`config.mk`:
```
export PLATFORM = sky130hd
export DESIGN_NAME = weighted_region_descriptor_distance
export DESIGN_NICKNAME = d
export VERILOG_FILES = /design/src/rtl/wrdd_pkg.sv /design/src/rtl/wrdd_term.sv /design/src/rtl/wrdd_accum.sv /design/src/rtl/wrdd_weight.sv /design/src/rtl/weighted_region_descriptor_distance.sv
export SDC_FILE = /design/constraint.sdc
export NUM_CORES = 2
export LEC_CHECK = 0
export BUFFER_PORTS_ARGS = -buffer_cell sky130_fd_sc_hd__buf_2
export CORE_ASPECT_RATIO = 1.2
export CORE_MARGIN = 2
export CORE_UTILIZATION = 60
export DETAILED_ROUTE_END_ITERATION = 8
export GPL_ROUTABILITY_DRIVEN = 0
export PLACE_DENSITY_LB_ADDON = 0.12
export SKIP_CTS_REPAIR_TIMING = 1
export SLEW_MARGIN = 15
export SYNTH_ARGS = -nofsm -noshare
export SYNTH_HDL_FRONTEND = slang
export SYNTH_HIERARCHICAL = 1
export SYNTH_SLANG_ARGS = --single-unit
```
`constraint.sdc`:
```
create_clock -name clock -period 8.2 [get_ports clock]
set_clock_uncertainty 0.1 [all_clocks]
set_input_delay 1.64 -clock clock [delete_from_list [all_inputs] [get_ports clock]]
set_output_delay 1.64 -clock clock [all_outputs]
set_load 0.03 [all_outputs]
```
`src/rtl/wrdd_pkg.sv`:
```
// Shared types and constants of the weighted region descriptor distance block.
package wrdd_pkg;

   localparam int ByteW    = 8;
   localparam int TermW    = 17;
   localparam int PosW     = 11;
   localparam int SumW     = 28;
   localparam int BgW      = SumW + 1;
   localparam int WeightW  = 16;
   localparam int ProdAW   = WeightW + SumW;
   localparam int ProdGW   = WeightW + BgW;
   localparam int DistW    = 44;
   localparam int CircW    = 6;
   localparam int RayW     = 5;
   localparam int CsrIdxW  = 3;
   localparam int CsrDataW = 16;

   localparam logic [PosW-1:0]  PosMax  = '1;
   localparam logic [SumW-1:0]  SumMax  = '1;
   localparam logic [DistW-1:0] DistMax = '1;

   typedef enum logic [CsrIdxW-1:0] {
      CSR_ALPHA_POSITIONS = 3'd0,
      CSR_BETA_POSITIONS  = 3'd1,
      CSR_EXTENDED_MODE   = 3'd2,
      CSR_WEIGHT_ALPHA    = 3'd3,
      CSR_WEIGHT_GAMMA    = 3'd4
   } csr_index_type;

   typedef struct packed {
      logic [CircW-1:0]   alpha_positions;
      logic [RayW-1:0]    beta_positions;
      logic               extended_mode;
      logic [WeightW-1:0] weight_alpha;
      logic [WeightW-1:0] weight_gamma;
   } cfg_type;

   typedef struct packed {
      logic [TermW-1:0] term;
      logic             last;
   } term_type;

   typedef struct packed {
      logic [SumW-1:0] alpha;
      logic [BgW-1:0]  beta_gamma;
   } fin_type;

endpackage

```
`src/rtl/wrdd_term.sv`:
```
// Input register and per-position mismatch term stage.
module wrdd_term (
   input  logic                          clock,
   input  logic                          reset,
   input  logic                          req_valid,
   output logic                          req_stall,
   input  logic [wrdd_pkg::ByteW-1:0]    req_base_first,
   input  logic [wrdd_pkg::ByteW-1:0]    req_base_second,
   input  logic [wrdd_pkg::ByteW-1:0]    req_ext_first,
   input  logic [wrdd_pkg::ByteW-1:0]    req_ext_second,
   input  logic                          req_last,
   input  logic                          extended_mode,
   output logic                          term_valid,
   output wrdd_pkg::term_type            term,
   input  logic                          term_ready
);

   logic                       in_valid_ff;
   logic [wrdd_pkg::ByteW-1:0] b1_ff, b2_ff, e1_ff, e2_ff;
   logic                       last_ff;
   logic                       in_ready;
   logic                       term_valid_ff;
   wrdd_pkg::term_type         term_ff;
   wrdd_pkg::term_type         term_in;
   logic                       stage_ready;
   logic                       base_diff;
   logic                       ext_diff;
   logic [2*wrdd_pkg::ByteW-1:0] ext_prod;

   assign stage_ready = !term_valid_ff || term_ready;
   assign in_ready    = !in_valid_ff || stage_ready;
   assign req_stall   = !in_ready;

   always_ff @(posedge clock) begin
      if (reset) begin
         in_valid_ff <= 1'b0;
      end else if (in_ready) begin
         in_valid_ff <= req_valid;
      end
      if (in_ready && req_valid) begin
         b1_ff   <= req_base_first;
         b2_ff   <= req_base_second;
         e1_ff   <= req_ext_first;
         e2_ff   <= req_ext_second;
         last_ff <= req_last;
      end
   end

   always_comb begin
      base_diff = (b1_ff != b2_ff);
      ext_diff  = (e1_ff != e2_ff);
      ext_prod  = e1_ff * e2_ff;
      term_in.last = last_ff;
      if (extended_mode) begin
         term_in.term = wrdd_pkg::TermW'(base_diff) + wrdd_pkg::TermW'(ext_diff)
                      + (base_diff ? {ext_prod, 1'b0} : '0);
      end else begin
         term_in.term = wrdd_pkg::TermW'(base_diff);
      end
   end

   always_ff @(posedge clock) begin
      if (reset) begin
         term_valid_ff <= 1'b0;
      end else if (stage_ready) begin
         term_valid_ff <= in_valid_ff;
      end
      if (stage_ready && in_valid_ff) begin
         term_ff <= term_in;
      end
   end

   assign term_valid = term_valid_ff;
   assign term       = term_ff;

endmodule

```
`src/rtl/wrdd_accum.sv`:
```
// Position counter, region accumulators and final-sum register.
module wrdd_accum (
   input  logic                          clock,
   input  logic                          reset,
   input  wrdd_pkg::cfg_type             cfg,
   input  logic                          term_valid,
   input  wrdd_pkg::term_type            term,
   output logic                          term_ready,
   output logic                          fin_valid,
   output wrdd_pkg::fin_type             fin,
   input  logic                          fin_ready
);

   logic [wrdd_pkg::PosW-1:0] position_ff, position_in;
   logic [wrdd_pkg::SumW-1:0] alpha_ff, alpha_in;
   logic [wrdd_pkg::SumW-1:0] beta_ff, beta_in;
   logic [wrdd_pkg::SumW-1:0] gamma_ff, gamma_in;
   logic                      fin_valid_ff, fin_valid_in;
   wrdd_pkg::fin_type         fin_ff, fin_in;
   logic                      fin_slot_free;
   logic                      take;
   logic [wrdd_pkg::CircW:0]  beta_limit;
   logic [wrdd_pkg::SumW-1:0] alpha_new, beta_new, gamma_new;

   function automatic logic [wrdd_pkg::SumW-1:0] sat_add(
      input logic [wrdd_pkg::SumW-1:0]  acc,
      input logic [wrdd_pkg::TermW-1:0] value
   );
      logic [wrdd_pkg::SumW:0] s;
      s = {1'b0, acc} + (wrdd_pkg::SumW+1)'(value);
      return s[wrdd_pkg::SumW] ? wrdd_pkg::SumMax : s[wrdd_pkg::SumW-1:0];
   endfunction

   assign fin_slot_free = !fin_valid_ff || fin_ready;
   assign term_ready    = !term.last || fin_slot_free;
   assign take          = term_valid && term_ready;
   assign beta_limit    = {1'b0, cfg.alpha_positions}
                        + (wrdd_pkg::CircW+1)'(cfg.beta_positions);

   always_comb begin
      alpha_new = alpha_ff;
      beta_new  = beta_ff;
      gamma_new = gamma_ff;
      if (position_ff < wrdd_pkg::PosW'(cfg.alpha_positions)) begin
         alpha_new = sat_add(alpha_ff, term.term);
      end else if (position_ff < wrdd_pkg::PosW'(beta_limit)) begin
         beta_new = sat_add(beta_ff, term.term);
      end else begin
         gamma_new = sat_add(gamma_ff, term.term);
      end

      fin_in.alpha      = alpha_new;
      fin_in.beta_gamma = {1'b0, beta_new} + {1'b0, gamma_new};

      position_in  = position_ff;
      alpha_in     = alpha_ff;
      beta_in      = beta_ff;
      gamma_in     = gamma_ff;
      fin_valid_in = fin_valid_ff && !fin_ready;
      if (take) begin
         if (term.last) begin
            position_in  = '0;
            alpha_in     = '0;
            beta_in      = '0;
            gamma_in     = '0;
            fin_valid_in = 1'b1;
         end else begin
            position_in = (position_ff == wrdd_pkg::PosMax) ? position_ff
                                                            : position_ff + 1'b1;
            alpha_in    = alpha_new;
            beta_in     = beta_new;
            gamma_in    = gamma_new;
         end
      end
   end

   always_ff @(posedge clock) begin
      if (reset) begin
         position_ff  <= '0;
         alpha_ff     <= '0;
         beta_ff      <= '0;
         gamma_ff     <= '0;
         fin_valid_ff <= 1'b0;
      end else begin
         position_ff  <= position_in;
         alpha_ff     <= alpha_in;
         beta_ff      <= beta_in;
         gamma_ff     <= gamma_in;
         fin_valid_ff <= fin_valid_in;
      end
      if (take && term.last) begin
         fin_ff <= fin_in;
      end
   end

   assign fin_valid = fin_valid_ff;
   assign fin       = fin_ff;

endmodule

```
`src/rtl/wrdd_weight.sv`:
```
// Weight multipliers and saturating result register.
module wrdd_weight (
   input  logic                          clock,
   input  logic                          reset,
   input  wrdd_pkg::cfg_type             cfg,
   input  logic                          fin_valid,
   input  wrdd_pkg::fin_type             fin,
   output logic                          fin_ready,
   output logic                          rsp_valid,
   input  logic                          rsp_stall,
   output logic [wrdd_pkg::DistW-1:0]    rsp_distance
);

   logic                          prod_valid_ff;
   logic [wrdd_pkg::ProdAW-1:0]   prod_a_ff, prod_a_in;
   logic [wrdd_pkg::ProdGW-1:0]   prod_g_ff, prod_g_in;
   logic                          out_valid_ff;
   logic [wrdd_pkg::DistW-1:0]    dist_ff, dist_in;
   logic [wrdd_pkg::ProdGW:0]     total;
   logic                          out_ready;
   logic                          prod_ready;

   assign out_ready  = !out_valid_ff || !rsp_stall;
   assign prod_ready = !prod_valid_ff || out_ready;
   assign fin_ready  = prod_ready;

   assign prod_a_in = cfg.weight_alpha * fin.alpha;
   assign prod_g_in = cfg.weight_gamma * fin.beta_gamma;

   always_comb begin
      total = (wrdd_pkg::ProdGW+1)'(prod_a_ff) + (wrdd_pkg::ProdGW+1)'(prod_g_ff);
      if (total[wrdd_pkg::ProdGW:wrdd_pkg::DistW] != '0) begin
         dist_in = wrdd_pkg::DistMax;
      end else begin
         dist_in = total[wrdd_pkg::DistW-1:0];
      end
   end

   always_ff @(posedge clock) begin
      if (reset) begin
         prod_valid_ff <= 1'b0;
         out_valid_ff  <= 1'b0;
      end else begin
         if (prod_ready) begin
            prod_valid_ff <= fin_valid;
         end
         if (out_ready) begin
            out_valid_ff <= prod_valid_ff;
         end
      end
      if (prod_ready && fin_valid) begin
         prod_a_ff <= prod_a_in;
         prod_g_ff <= prod_g_in;
      end
      if (out_ready && prod_valid_ff) begin
         dist_ff <= dist_in;
      end
   end

   assign rsp_valid    = out_valid_ff;
   assign rsp_distance = dist_ff;

endmodule

```
`src/rtl/weighted_region_descriptor_distance.sv`:
```
// Top level of the weighted region descriptor distance block.
//
//  Channel  Direction  Handshake            Payload
//  req      in         req_valid/req_stall  base_first, base_second, ext_first, ext_second, last
//  rsp      out        rsp_valid/rsp_stall  distance (one per transaction carrying last)
//  csr      in         csr_write            csr_index, csr_wdata
//
// One transaction is accepted per cycle unless req_stall is high; accumulators close a loop.
// The result passes the term, final-sum, product and result registers after last is accepted.
// Synchronous reset clears the position counter, the sums and all valid flags.
// A stall on rsp holds the result register; input is stalled only once every stage is full.
module weighted_region_descriptor_distance (
   input  logic                             clock,
   input  logic                             reset,
   input  logic                             req_valid,
   output logic                             req_stall,
   input  logic [wrdd_pkg::ByteW-1:0]       req_base_first,
   input  logic [wrdd_pkg::ByteW-1:0]       req_base_second,
   input  logic [wrdd_pkg::ByteW-1:0]       req_ext_first,
   input  logic [wrdd_pkg::ByteW-1:0]       req_ext_second,
   input  logic                             req_last,
   output logic                             rsp_valid,
   input  logic                             rsp_stall,
   output logic [wrdd_pkg::DistW-1:0]       rsp_distance,
   input  logic                             csr_write,
   input  logic [wrdd_pkg::CsrIdxW-1:0]     csr_index,
   input  logic [wrdd_pkg::CsrDataW-1:0]    csr_wdata
);

   wrdd_pkg::cfg_type  cfg_ff;
   logic               term_valid;
   wrdd_pkg::term_type term;
   logic               term_ready;
   logic               fin_valid;
   wrdd_pkg::fin_type  fin;
   logic               fin_ready;

   always_ff @(posedge clock) begin
      if (reset) begin
         cfg_ff.alpha_positions <= wrdd_pkg::CircW'(1);
         cfg_ff.beta_positions  <= wrdd_pkg::RayW'(1);
         cfg_ff.extended_mode   <= 1'b0;
         cfg_ff.weight_alpha    <= wrdd_pkg::WeightW'(1280);
         cfg_ff.weight_gamma    <= wrdd_pkg::WeightW'(256);
      end else if (csr_write) begin
         case (wrdd_pkg::csr_index_type'(csr_index))
            wrdd_pkg::CSR_ALPHA_POSITIONS: begin
               cfg_ff.alpha_positions <= csr_wdata[wrdd_pkg::CircW-1:0];
            end
            wrdd_pkg::CSR_BETA_POSITIONS: begin
               cfg_ff.beta_positions <= csr_wdata[wrdd_pkg::RayW-1:0];
            end
            wrdd_pkg::CSR_EXTENDED_MODE: begin
               cfg_ff.extended_mode <= csr_wdata[0];
            end
            wrdd_pkg::CSR_WEIGHT_ALPHA: begin
               cfg_ff.weight_alpha <= csr_wdata[wrdd_pkg::WeightW-1:0];
            end
            wrdd_pkg::CSR_WEIGHT_GAMMA: begin
               cfg_ff.weight_gamma <= csr_wdata[wrdd_pkg::WeightW-1:0];
            end
            default: begin
            end
         endcase
      end
   end

   wrdd_term u_term (
      .clock           (clock),
      .reset           (reset),
      .req_valid       (req_valid),
      .req_stall       (req_stall),
      .req_base_first  (req_base_first),
      .req_base_second (req_base_second),
      .req_ext_first   (req_ext_first),
      .req_ext_second  (req_ext_second),
      .req_last        (req_last),
      .extended_mode   (cfg_ff.extended_mode),
      .term_valid      (term_valid),
      .term            (term),
      .term_ready      (term_ready)
   );

   wrdd_accum u_accum (
      .clock      (clock),
      .reset      (reset),
      .cfg        (cfg_ff),
      .term_valid (term_valid),
      .term       (term),
      .term_ready (term_ready),
      .fin_valid  (fin_valid),
      .fin        (fin),
      .fin_ready  (fin_ready)
   );

   wrdd_weight u_weight (
      .clock        (clock),
      .reset        (reset),
      .cfg          (cfg_ff),
      .fin_valid    (fin_valid),
      .fin          (fin),
      .fin_ready    (fin_ready),
      .rsp_valid    (rsp_valid),
      .rsp_stall    (rsp_stall),
      .rsp_distance (rsp_distance)
   );

   // Input backpressure only arises when the result register is full and stalled.
   a_stall_source: assert property (@(posedge clock) disable iff (reset)
      req_stall |-> (rsp_valid && rsp_stall))
      else $error("input stalled while result path can drain");

   // Only a transaction carrying last can be held back by the accumulator stage.
   a_hold_only_last: assert property (@(posedge clock) disable iff (reset)
      (term_valid && !term_ready) |-> term.last)
      else $error("non-last transaction held at the accumulator");

   // A final-sum entry waiting on the weight stage keeps its sums.
   a_fin_hold: assert property (@(posedge clock) disable iff (reset)
      (fin_valid && !fin_ready) |=> (fin_valid && $stable(fin)))
      else $error("final sums changed while waiting");

endmodule
```
Word level (Yosys, flattened, before mapping):

Index checks and enable logic that the tools add are counted.

* register bits after elaboration: 385
* bits in latches: 0
* bits in writable memories: 0
* bits in read-only memories: 0
* input port bits: 57
* output and inout port bits: 46
* word-level logic and storage cells: 96
* memories kept: 0

* add/sub/neg operators: 9
* multiply operators: 3
* div/mod/pow operators: 0
* magnitude comparators: 2
* equality and inequality tests: 8
* shift-type cells: 0
* mux-type cells: 17
* bitwise gates (word level): 0
* reductions and logical operators: 30

Operators by type and width (number)
* $mux 28: 11
* $add 28x17->29: 3
* $add 44x45->46: 1
* $mul 16x29->45: 1
* $mul 16x28->44: 1
* $add 28x28->29: 1
* $mux 11: 2
* $add 2x17->17: 1
* $mux 17: 1
* $mul 8x8->16: 1
* $ne 8x8->1: 2
* $reduce_and 2->1: 6
* $add 11x1->11 const B: 1
* $eq 11x11->1 const B: 1
* $lt 11x6->1: 1
* $lt 11x7->1: 1
* $logic_not 1->1: 9
* $add 6x5->7: 1
* $logic_and 1x1->1: 7
* $eq 3x2->1 const B: 2
* $logic_or 1x1->1: 6
* $eq 3x1->1 const B: 1
* $eq 3x3->1 const B: 1
* $logic_not 3->1: 1
* other kinds (4): 6

Logic depth before layout (Yosys ltp):

* depth after elaboration: 8
* depth in mapped cells: 25
* gate-level depth less buffers: 23

Modules after synthesis:

The synthesis kept the hierarchy.

By module, submodules not included
* wrdd_weight: times used 1, cells an instance 3956, area each 35888.2 µm², seq. area each 4033.9 µm²
* wrdd_accum: times used 1, cells an instance 1315, area each 11274.6 µm², seq. area each 3633.5 µm²
* wrdd_term: times used 1, cells an instance 392, area each 4386.7 µm², seq. area each 1571.5 µm²
* weighted_region_descriptor_distance: times used 1, cells an instance 169, area each 1824.2 µm², seq. area each 880.8 µm²

Worst setup path before layout:

Ideal clock, no wire load.

* path kind: register -> register
* from: register cfg_ff[1] (netlist bit)
* to: register u_weight/prod_g_ff[44] (netlist bit) (data pin)
* setup time: 0.264 ns
* data arrival time: 6.270 ns
* data required time: 7.836 ns
* slack: 1.566 ns
* cell stages (with the launch flop): 23
* path buffers: 2
* period minus slack after synthesis: 6.634 ns
* cells stage by stage: dfxtp_1 -> clkbuf_1 -> clkbuf_1 -> nand2_1 -> fa_1 -> fa_1 -> fa_1 -> inv_1 -> fa_1 -> fa_1 -> inv_1 -> fa_1 -> inv_1 -> ha_1 -> a211oi_1 -> nor2_1 -> a2111oi_0 -> o31a_1 -> o311ai_0 -> a31oi_1 -> o31ai_1 -> a211oi_1 -> xnor2_1

* longest elaborated chain between the ends: 1

Ends and longest elaborated chain
* start, declared: RTL line weighted_region_descriptor_distance.sv:30 `wrdd_pkg::cfg_type cfg_ff;`
* $mul 16x29->45: RTL line wrdd_weight.sv:28 `assign prod_g_in = cfg.weight_gamma * fin.beta_gamma;`
* named net u_weight.prod_g_in, one bit: RTL line wrdd_weight.sv:16 `logic [wrdd_pkg::ProdGW-1:0] prod_g_ff, prod_g_in;`
* end signal, assigned: RTL line wrdd_weight.sv:53 `prod_g_ff <= prod_g_in;`
* end, declared: RTL line wrdd_weight.sv:16

The timed path passes the listed nets, and every way through them passes these cells.
A chain may end at the register's enable or synchronous reset.

Worst setup path after layout:

* from: register cfg_ff[10] (netlist bit)
* to: register u_weight/prod_g_ff[44] (netlist bit) (data pin)

Same word-level chain as after synthesis.

==> flow_metrics.py <==
metrics = {
    "cts": {
        "clock_sinks": 385,
        "clk_transition_reported_paths_ns": 0.06,
        "clock_latency_ns": 0.62,
        "cts_buffers": 46,
        "root_buffer": "clkbuf_16",
        "clockBufferDepth": 3,
        "htreeDepth": 2,
        "cts_tree": "yes",
    },
    "flow_run": {
        "max_cap_viol_count": 0,
    },
    "route": {
        "wl_met3_mm": 8.387,
        "viasPerCell": 5.852,
        "drt_first_iter_violations": 2899,
        "ant_nets": 0,
        "highest_layer": "met5",
        "drc_errors": 0,
        "drtPass1Iterations": 6,
        "routedLengthMet1_mm": 55.81,
        "vias": 40843,
        "wl_per_cell_um": 19.92,
        "wl_met2_mm": 68.52,
        "wl_mm": 139.1,
    },
    "pwr": {
        "swShare": 0.4026,
        "finalPower_mw": 8.175,
        "switching_power_mw": 3.291,
        "intPower_mw": 4.884,
        "p_per_area_nw_per_um2": 144.8,
        "p_comb_frac": 0.457,
        "power.share.sequential": 0.282,
        "p_leak_nw": 26.02,
        "pwr-share-clk": 0.261,
        "peakVddDrop_mv": 0.2264,
    },
    "yosys": {
        "synthXorXnorAreaFrac": 0.03594,
        "synth_top_family_by_area": "adder cells",
        "syn_nets": 7088,
        "synth-compound-area-share": 0.1174,
        "ys_seq_elements": 385,
        "synth.mux.area_fraction": 0.01189,
        "syn_area_sq_um": 53370,
        "ys_types": 99,
        "post_synth_and_or_nand_nor_area_fraction": 0.1703,
        "ys_warn_count": 6,
        "synthArstFlopShare": 0,
        "syn_inst": 5832,
        "synth.avg_cell_area_sq_um": 9.152,
        "synth_adder_area_share": 0.3908,
        "synth_edf_count": 241,
        "yosys_most_used_dff": "edfxtp_1",
        "ys_seq_area_frac": 0.1896,
    },
    "global_route": {
        "grt_pass1_vias": 42163,
        "overflow": 0,
        "grt_start_max_net_pins": 80,
        "grt_usage": 0.3098,
        "antenna_found_initial": 2,
        "grt_pass1_wl_mm": 223.8,
    },
    "timing": {
        "post-route-min-period_ns": 7.425,
        "slew_viol_final": 0,
        "rsz0062_at_grt": "false",
        "fin_ws_ns": 0.7745,
        "setup_violations": 0,
        "clock.fmax_ghz": 0.1347,
        "fin_tns_setup_ns": 0,
        "hold_viol_final": 0,
        "tightest_slew_ns": 1.200,
        "finalCritPeriodShare": 0.9055,
        "slew_headroom": 0.1989,
    },
    "setup_path": {
        "cp_slowest_cell": "dfxtp_1",
        "path_buf_inv": 3,
        "cp-start-kind": "flip-flop",
        "worstPathRequired_ns": 8.44,
        "cp_max_fo": 30,
        "worstPathCellList": "nand2_1 -> fa_1 -> inv_1 -> fa_1 -> fa_1 -> fa_1 -> fa_1 -> inv_1 -> fa_1 -> inv_1 -> ha_1 -> a211o_1 -> a2111oi_0 -> o31a_1 -> o311ai_0 -> a31oi_1 -> o31ai_1 -> a211oi_1 -> xnor2_1",
        "cp.arrival_ns": 7.66,
        "critPathTopFamily": "adder cells",
        "criticalPathCategory": "reg2reg",
        "path_common_cell": "fa_1",
        "end_kind": "flip-flop",
        "slowest_delay_ns": 1.08,
    },
    "final_layout": {
        "regArea_sq_um": 10120,
        "final_util": 0.6415,
        "fill_cells": 7420,
        "layout_common_cells": "916 x inv_1, 780 x fa_1, 746 x nand2_1",
        "syn_to_final_growth_pct": 5.760,
        "nNetsFinal": 7047,
        "final_cell_count_no_fill": 6979,
        "drive_above_1_share": 0.05371,
        "layout_commonest_cell": "inv_1",
        "multi_input_area_sq_um": 38830,
    },
    "die": {
        "die_w_um": 276.3,
        "die_y_um": 330.7,
        "ioPinCount": 103,
        "start_util": 0.6065,
        "std_cell_rows": 119,
        "die_area_sq_um": 91370,
        "core_sq_um": 88000,
    },
    "placed_design": {
        "placed_cells": 6892,
        "io_buffer_count": 102,
        "post-dp-hpwl_mm": 110.6,
        "dp_worst_setup_slack_ns": 0.8477,
    },
    "min_path": {
        "hold_path_class": "reg2reg",
    },
    "outcome": {
        "outcome": "complete, no violations",
    },
}
-- power groups by stage --
stage	clock, mW	combinational (mW)	sequential [mW]
5_1_grt	2.25	4.17	2.31
6_report	2.14	3.74	2.30
4_1_cts	2.17	3.72	2.30
3_3_place_gp	0	3.64	2.34
3_5_place_dp	0	3.69	2.34
2_1_floorplan	0	2.71	2.26
-- sequential cells by signal, indices dropped and copies added, names as in the netlist, 28 cells and up --
| signal | flops |
|---|---|
| cfg_ff | 44 |
| u_accum/alpha_ff | 28 |
| u_weight/prod_g_ff | 45 |
| u_weight/rsp_distance | 44 |
| u_accum/beta_ff | 28 |
| u_weight/prod_a_ff | 44 |
| u_accum/fin | 57 |
| u_accum/gamma_ff | 28 |
-- worst reg2reg max path, cell delays in order (launching register included) --
cell and delay, ns:
dfxtp_1 1.08, nand2_1 0.25, fa_1 0.61, inv_1 0.06, fa_1 0.45, fa_1 0.44, fa_1 0.49, fa_1 0.50
inv_1 0.05, fa_1 0.48, inv_1 0.04, ha_1 0.34, a211o_1 0.28, a2111oi_0 0.67, o31a_1 0.20, o311ai_0 0.19
a31oi_1 0.38, o31ai_1 0.18, a211oi_1 0.27, xnor2_1 0.10
-- area by class of cell --
cell class | count | share of cell area
multi-input combinational | 4274 | 0.6880
sequential | 385 | 0.1793
inverter | 916 | 0.06091
tap | 1149 | 0.02547
clock buffer | 58 | 0.02265
timing repair buffer | 168 | 0.01782
clock inverter | 27 | 0.005807
antenna | 2 | 0.00008866
-- worst paths after layout --
check,start,to,slack (ns),cells after the start
hold / removal,u_term/last_ff$_DFFE_PP_,u_term/term[0]$_DFFE_PP_,0.33,0
setup reg to reg,cfg_ff[10]$_SDFFE_PP0P_,u_weight/prod_g_ff[44]$_DFFE_PP_,0.77,19
setup / recovery,cfg_ff[10]$_SDFFE_PP0P_,u_weight/prod_g_ff[44]$_DFFE_PP_,0.77,19
hold reg to reg,u_term/last_ff$_DFFE_PP_,u_term/term[0]$_DFFE_PP_,0.33,0
-- per-layer routing --
layer	vias to the layer above	track usage
li1	18860	-
met1	20221	0.3817
met2	1467	0.5509
met3	291	0.04232
met4	4	0.1285
met5	-	0
-- cells in the mapped netlist, types with 27 or more instances --
library cell | number | area [sq um]
edfxtp_1 | 241 | 7237
o21a_1 | 31 | 232.7
a22o_1 | 27 | 236.5
o21bai_1 | 39 | 292.8
fa_1 | 780 | 15610
a21oi_1 | 255 | 1276
a21o_1 | 110 | 825.8
nor2_1 | 239 | 897.1
a211oi_1 | 43 | 322.8
xnor2_1 | 132 | 1156
ha_1 | 419 | 5243
and3_1 | 33 | 206.5
clkbuf_1 | 230 | 863.3
nand2b_1 | 80 | 500.5
nand4_1 | 38 | 237.7
nand2_1 | 746 | 2800
xor2_1 | 87 | 762.0
o21ai_0 | 167 | 835.8
inv_1 | 916 | 3438
nor3_1 | 74 | 370.4
dfxtp_1 | 144 | 2883
and2_1 | 441 | 2759
nand3_1 | 75 | 375.4
a31oi_1 | 42 | 262.8
mux2i_1 | 51 | 510.5
nor2b_1 | 34 | 212.7
-- cells by family after synthesis --
kind of cell,after synthesis
AOI/OAI and AO/OA,940
xor gates and xnor gates,219
adders and majority gates,1199
buffers and inverters,1173
DFF,385
muxes,62
and+or+nand+nor,1854
-- per-stage QoR --
step	cell area (sq um)	hold WS [ns]
final	56450	0.3254
after global routing	56440	0.3433
after detailed placement	54840	0.3118
after CTS	56440	0.3261
after floorplan	53370	0.3003
after global placement	54840	0.3057
No activity file was read; power rests on OpenSTA's default activity.
